===== config.mk =====
export PLATFORM = sky130hd
export DESIGN_NAME = pso_ram
export DESIGN_NICKNAME = d
export VERILOG_FILES = /design/src/rtl/pso_ram.sv
export SDC_FILE = /design/constraint.sdc
export NUM_CORES = 1
export LEC_CHECK = 0
export BUFFER_PORTS_ARGS = -buffer_cell sky130_fd_sc_hd__buf_2
export CORE_ASPECT_RATIO = 1.75
export CORE_MARGIN = 2
export CORE_UTILIZATION = 50
export DETAILED_ROUTE_END_ITERATION = 7
export PLACE_DENSITY = 0.71
export SYNTH_ARGS = -nofsm -noshare
export SYNTH_HDL_FRONTEND = slang
export SYNTH_SLANG_ARGS = --single-unit

===== constraint.sdc =====
create_clock -name clk_i -period 2.5 [get_ports clk_i]
set_clock_uncertainty 0.15 [all_clocks]
set_input_delay 0.5 -clock clk_i [delete_from_list [all_inputs] [get_ports clk_i]]
set_output_delay 0.5 -clock clk_i [all_outputs]
set_load 0.02 [all_outputs]

===== src/rtl/pso_ram.sv =====
// Generic single-port-write, single-port-read RAM with registered read data.
module pso_ram #(
  parameter int WIDTH = 8,
  parameter int DEPTH = 16
) (
  input  logic                     clk_i,
  input  logic                     we_i,
  input  logic [$clog2(DEPTH)-1:0] waddr_i,
  input  logic [WIDTH-1:0]         wdata_i,
  input  logic                     re_i,
  input  logic [$clog2(DEPTH)-1:0] raddr_i,
  output logic [WIDTH-1:0]         rdata_o
);

  logic [WIDTH-1:0] mem_q [DEPTH];

  always_ff @(posedge clk_i) begin
    if (we_i) begin
      mem_q[waddr_i] <= wdata_i;
    end
    if (re_i) begin
      rdata_o <= mem_q[raddr_i];
    end
  end

endmodule


==> metrics.txt, run 1 <==
outcome complete, no violations; TNS Setup 0 ns; ys flop type edfxtp_1; Crit Path Max Fanout 18; Hold Path Depth 1; min-delay worst type input pin to flop; worst hold path startpoint re_i; Clk pwr share 0.488; final cell count without fillers ~430; Crit path max-delay family multiplexers; # setup viols final 0; Reg2Reg Launch Point mem_q[1][2]; Clock transition at path regs 0.06 ns; number of flops mapped to enable cells by yosys about 140; post-synth cell types 18; initial antenna violation count 0; PD cells between 800 and 900 mW/mm^2; Hold Path Sink rdata_o[1]; postcts setup bufs 0; vias after detailed routing approximately 2400; DRC 0; area grow syn2layout 19.9%; Post-DP HPWL ~6.5 mm; top-level port count 27; routability cong. roughly 0.7; # clock sinks 136; fin crit share 0.746; vias in the first global route roughly 2600; kind of critical path input pin to flop; met1 GRT Util 0.227; CP required around 2.5 ns; H-tree levels 4; Least-Margin Pin Slew 0.655 ns; R2R Setup Slk roughly 0.84 ns; Die Area approximately 0.011 mm^2; P_sw between 1000 and 1500 uW; Fin. Hold Viols 0; main combinational cell family by area after synthesis multiplexers; Async SR Flop Fraction 0; CP bufs+invs 2; compound-cell area share of the yosys netlist 0.0230; CP max stage delay approximately 0.56 ns; Place WS roughly 0.2 ns; Worst setup EP type flop; share of cells above drive strength 1 0.331; Synth Instances roughly 230; simple-gate share of the synthesized area 0.0314; Seq cells post-synth 136; Cell Chain, Critical Path buf_2 > buf_12 > mux4_1 > a22oi_1 > nand2_1; post-cts sizing count 0; clk root buf clkbuf_16; die height 139 um; placed cells 394; M3 GR Usage 0.0564; most frequent cell after synthesis edfxtp_1; # nets final a little over 300; Synth Area in Adders 0; setup repair after global routing missed its margin false; area share of the largest cell type after synthesis 0.781; P_int 4440 uW; placed standard-cell area 0.00562 mm^2; total gr overflow 0; YS warnings 0; slowest CP cell mux4_1; Fmax about 0.54 GHz; TritonCTS buffer count 17; largest net degree at the start of global routing 19; GRT Util Overall 0.191; CTS tree done; combinational fraction of design power 0.044; Slew Limit Fails 0; vias per inst ~5.7; busiest layer in global routing met2; initial drt markers approximately 230; Post-Syn Nets ~250; Synth area leader edfxtp_1; n_diodes 0; CP Launch Type input pin; largest cells by area after synthesis edfxtp_1 78%, mux4_2 7.8%, mux4_1 7.0%; remaining antenna violation count 0; post-synthesis sequential area ratio 0.781; global routing met2 resource utilization 0.327; Netlist Area Pre-Place ~0.0052 mm^2; Tmin final 1.87 ns; top post-synthesis cells by count 136 x edfxtp_1, 18 x mux4_2, 16 x a22oi_1; Max rail drop VDD about 0.56 mV; first-pass GRT wire length about 15 mm; xor and xnor area share after synthesis 0; mux cell area share after synthesis 0.148; RR Endpoint rdata_o[2]; Avg WL per Cell 22.6 um; DR pass1 iterations 4; Leak approximately 0.0021 uW; Die Span X ~81 um; CTS Hold Buffers Added 0; Syn Area/Cell between 20 and 25 um^2; critical path arrival 1.87 ns; later-pin clock latency in the skew report about 0.41 ns; max cap viols 0; reg2reg path depth 3; fin area around 0.0063 mm^2; initial core utilization 0.511; core footprint between 0.01 and 0.015 mm^2; Rows 49; share of power burned in registers 0.468; drt total wl ~9.6 mm; Slew HR 0.562; final worst slack between 0.6 and 0.7 ns; final core utilization 0.612; switching share of power 0.194; PortBufs 26; Clock Path Buffers 2
[cells by family (layout without fill, tap and decap cells)]
group | after synthesis | in the layout
multiplexers | 32 | 32
buffers and inverters | 10 | 80
AND/OR/NAND/NOR | 35 | 35
flip-flops | 136 | 136
AO/OA/AOI/OAI | 16 | 16
[layout make-up]
type,count,area (um^2)
clock buffers,17,425
well taps,127,159
multi-input cells,83,1060
clock inverters,15,224
fillers,669,3970
flip-flops and latches,136,4080
repair buffers,48,320
[worst max path at each step]
| stage | start | end | slack, ns | depth (start not counted) |
|---|---|---|---|---|
| after detailed placement | raddr_i[0] | rdata_o[1] | 0.20 | 5 |
| final | raddr_i[0] | rdata_o[5] | 0.63 | 5 |
| after CTS | raddr_i[0] | rdata_o[1] | 0.64 | 5 |
| after global routing | raddr_i[0] | rdata_o[5] | 0.55 | 5 |
| after floorplan | waddr_i[2] | mem_q[0][0] | 0.36 | 2 |
| after global placement | raddr_i[0] | rdata_o[5] | 0.22 | 5 |
[routing by layer]
metal	routed length, um	part of all wire
met1	3550	0.37
met2	5560	0.58
met5	0	0
met3	373	0.039
met4	152	0.016
[cell usage in the layout (no fill, tap or decap)]
cell type,instances
clkinvlp_4,5
nand3b_1,2
clkinv_4,1
and2_1,1
clkbuf_16,17
inv_6,2
mux4_2,18
bufinv_16,5
nand3_1,1
buf_2,26
edfxtp_1,136
and2b_1,1
or3b_2,1
buf_12,2
clkinv_2,2
nor2b_1,1
buf_4,20
a22oi_1,16
nand2b_1,2
mux4_1,14
nor3_1,4
nor2_1,13
nand2_1,9
[through the flow]
step / total power (uW) / hold WS [ns]
2_1_floorplan: 2770 / 0.449
3_3_place_gp: 2870 / 0.575
3_5_place_dp: 2880 / 0.589
4_1_cts: 5560 / 0.283
5_1_grt: 5670 / 0.285
6_report: 5510 / 0.301
[worst register-to-register path, stage by stage, from the launching register on]
cell	delay [ns]
edfxtp_1	0.39
mux4_1	0.53
a22oi_1	0.27
nand2_1	0.08
[registers in the layout, indices dropped and copies added (netlist names)]
| signal | cells |
|---|---|
| mem_q | 128 |
| rdata_o | 8 |
[power groups by stage]
stage	Sequential (uW)	Clock, uW	Combinational [uW]
finish	2580	2690	243
global route	2590	2810	267
CTS	2580	2730	249
detailed placement	2630	0	246
global placement	2630	0	240
floorplan	2640	0	130
(Power assumes the default switching activity.)
==> inputs of run 2 (changes only) <==
- clock period: 2.5 -> 1.8 ns (I/O delays scaled with it)
==> run 2 against run 1 <==
Effect of this change:
- hold slack got worse by 0.13 ns
- cell count rose by 0.94%
- global-route usage rose by 0.18 points
- sequential share of layout area fell by 0.16 points
- largest cell class unchanged
- largest power group is now registers
==> metrics.txt, run 2 (synthesis results as in run 1) <==
outcome complete, no violations (unchanged); Fmax approximately 0.62 GHz; largest net degree at the start of global routing 18 (was 19); GRT Util Overall 0.193 (was 0.191); Slew HR 0.522 (was 0.562); min-delay worst type input pin to flop (unchanged); postcts setup bufs 0 (unchanged); switching share of power 0.185 (was 0.194); share of cells above drive strength 1 0.320 (was 0.331); Cell Chain, Critical Path mux4_1 > a22oi_1 > nand2_1 (was buf_2 > buf_12 > mux4_1 > a22oi_1 > nand2_1); Place WS -0.251 ns (was 0.199 ns); critical path arrival 1.62 ns (was 1.87 ns); Clock transition at path regs 0.05 ns (was 0.06 ns); die height 139 um (unchanged); Clock Path Buffers 2 (unchanged); vias after detailed routing 2497 (was 2435); Slew Limit Fails 0 (unchanged); remaining antenna violation count 0 (unchanged); slowest CP cell mux4_1 (unchanged); top-level port count 27 (unchanged); reg2reg path depth 3 (unchanged); Crit Path Max Fanout 1 (was 18); most frequent cells in the layout 136 x edfxtp_1, 26 x buf_2, 21 x buf_4, 18 x mux4_2, 17 x clkbuf_16 (was 136 x edfxtp_1, 26 x buf_2, 20 x buf_4, 18 x mux4_2, 17 x clkbuf_16); CP bufs+invs 0 (was 2); core footprint 0.0102 mm^2 (unchanged); Leak 0.00216 uW (was 0.00214 uW); P_sw 1370 uW (was 1070 uW); PD cells 1170 mW/mm^2 (was 880 mW/mm^2); area grow syn2layout 20.2% (was 19.9%); share of power burned in registers 0.487 (was 0.468); Clk pwr share 0.465 (was 0.488); clk root buf clkbuf_16 (unchanged); DR pass1 iterations 4 (unchanged); Crit path max-delay family multiplexers (unchanged); CTS Hold Buffers Added 0 (unchanged); n_diodes 0 (unchanged); Post-DP HPWL 6.60 mm (was 6.49 mm); later-pin clock latency in the skew report 0.41 ns (about the same); first-pass GRT wire length 14.9 mm (was 14.8 mm); # clock sinks 136 (unchanged); WHS 0.171 ns (was 0.301 ns); TritonCTS buffer count 17 (unchanged); # setup viols final 0 (unchanged); combinational fraction of design power 0.048 (was 0.044); Largest Register mem_q (unchanged); PortBufs 26 (unchanged); drt total wl 9.82 mm (was 9.64 mm); final core utilization 0.614 (was 0.612); Least-Margin Pin Slew 0.716 ns (was 0.655 ns); DRC 0 (unchanged); vias in the first global route 2614 (was 2587); commonest non-fill, non-tap cell in the layout edfxtp_1 (unchanged); max cap viols 0 (unchanged); kind of critical path flop to flop (was input pin to flop); placed cells 398 (was 394); # nets final 309 (was 305); Largest register FFs 128 (unchanged); CTS tree done (unchanged); post-cts sizing count 0 (unchanged); Tmin final ~1.6 ns; initial antenna violation count 0 (unchanged); vias per inst 5.81 (was 5.72); fin crit share 0.895; Rows 49 (unchanged); Worst setup EP type flop (unchanged); Die Area 0.0113 mm^2 (unchanged); Fin. Hold Viols 0 (unchanged); Top Registers mem_q: 128 flops, rdata_o: 8 flops (unchanged); setup repair after global routing missed its margin false (unchanged); Die Span X 81.3 um (unchanged); final worst slack 0.189 ns (was 0.634 ns); final cell count without fillers 430 (was 426); CP required 1.81 ns (was 2.51 ns); routability cong. 0.775 (was 0.691); initial drt markers 180 (was 228); CP max stage delay 0.52 ns (was 0.56 ns); H-tree levels 4 (unchanged); Critical Path Stages 3 (was 5); Hold Path Depth 1 (unchanged); Max rail drop VDD 0.859 mV (was 0.557 mV); CP Launch Type flop (was input pin); Avg WL per Cell 22.8 um (was 22.6 um); # fillers 686 (was 669); total gr overflow 0 (unchanged); initial core utilization 0.511 (unchanged); P_int 6000 uW (was 4440 uW)
==> run 2: cell count changes in the layout (fill, tap and decap cells not counted), moves of 2 or more <==
cell,previous run,this run
clkinv_1,0,5
clkinvlp_4,5,0
buf_12,2,5
clkbuf_1,0,2
clkinv_2,2,4
inv_6,2,0
==> run 2: worst paths after layout <==
check | startpoint | to | slack, ns
max | mem_q[0][3] | rdata_o[3] | 0.19
min | re_i | rdata_o[4] | 0.17
max reg2reg | mem_q[0][3] | rdata_o[3] | 0.19
min reg2reg | mem_q[11][3] | rdata_o[3] | 0.60
==> run 2: final cells by class <==
cell class / count / area [um^2] / area share
sequential: 136 / 4080 / 0.650
clock inverter: 13 / 159 / 0.0253
clock buffer: 19 / 433 / 0.0689
tap: 127 / 159 / 0.0253
timing repair buffer: 52 / 388 / 0.0617
multi-input combinational: 83 / 1060 / 0.169
==> run 2: layer usage <==
layer,GRT usage,vias up,part of all wire
met1,0.208,1309,0.36
met4,0.0803,0,0.018
met5,0,-,0
met3,0.0525,14,0.035
met2,0.346,72,0.58
li1,-,1102,-
==> run 2: power groups by stage <==
stage	Sequential (uW)	Clock, uW	Combinational (uW)
floorplan	3670	0	180
detailed placement	3650	0	360
CTS	3590	3460	363
finish	3590	3420	357
global route	3590	3560	388
global placement	3650	0	350
==> run 2: stage by stage <==
step                cell area, um^2  power (uW)  setup TNS [ns]
floorplan                      5230        3850               0
global placement               5690        4000           -1.47
detailed placement             5690        4010           -1.62
CTS                            6280        7420               0
global route                   6280        7550               0
finish                         6280        7370               0
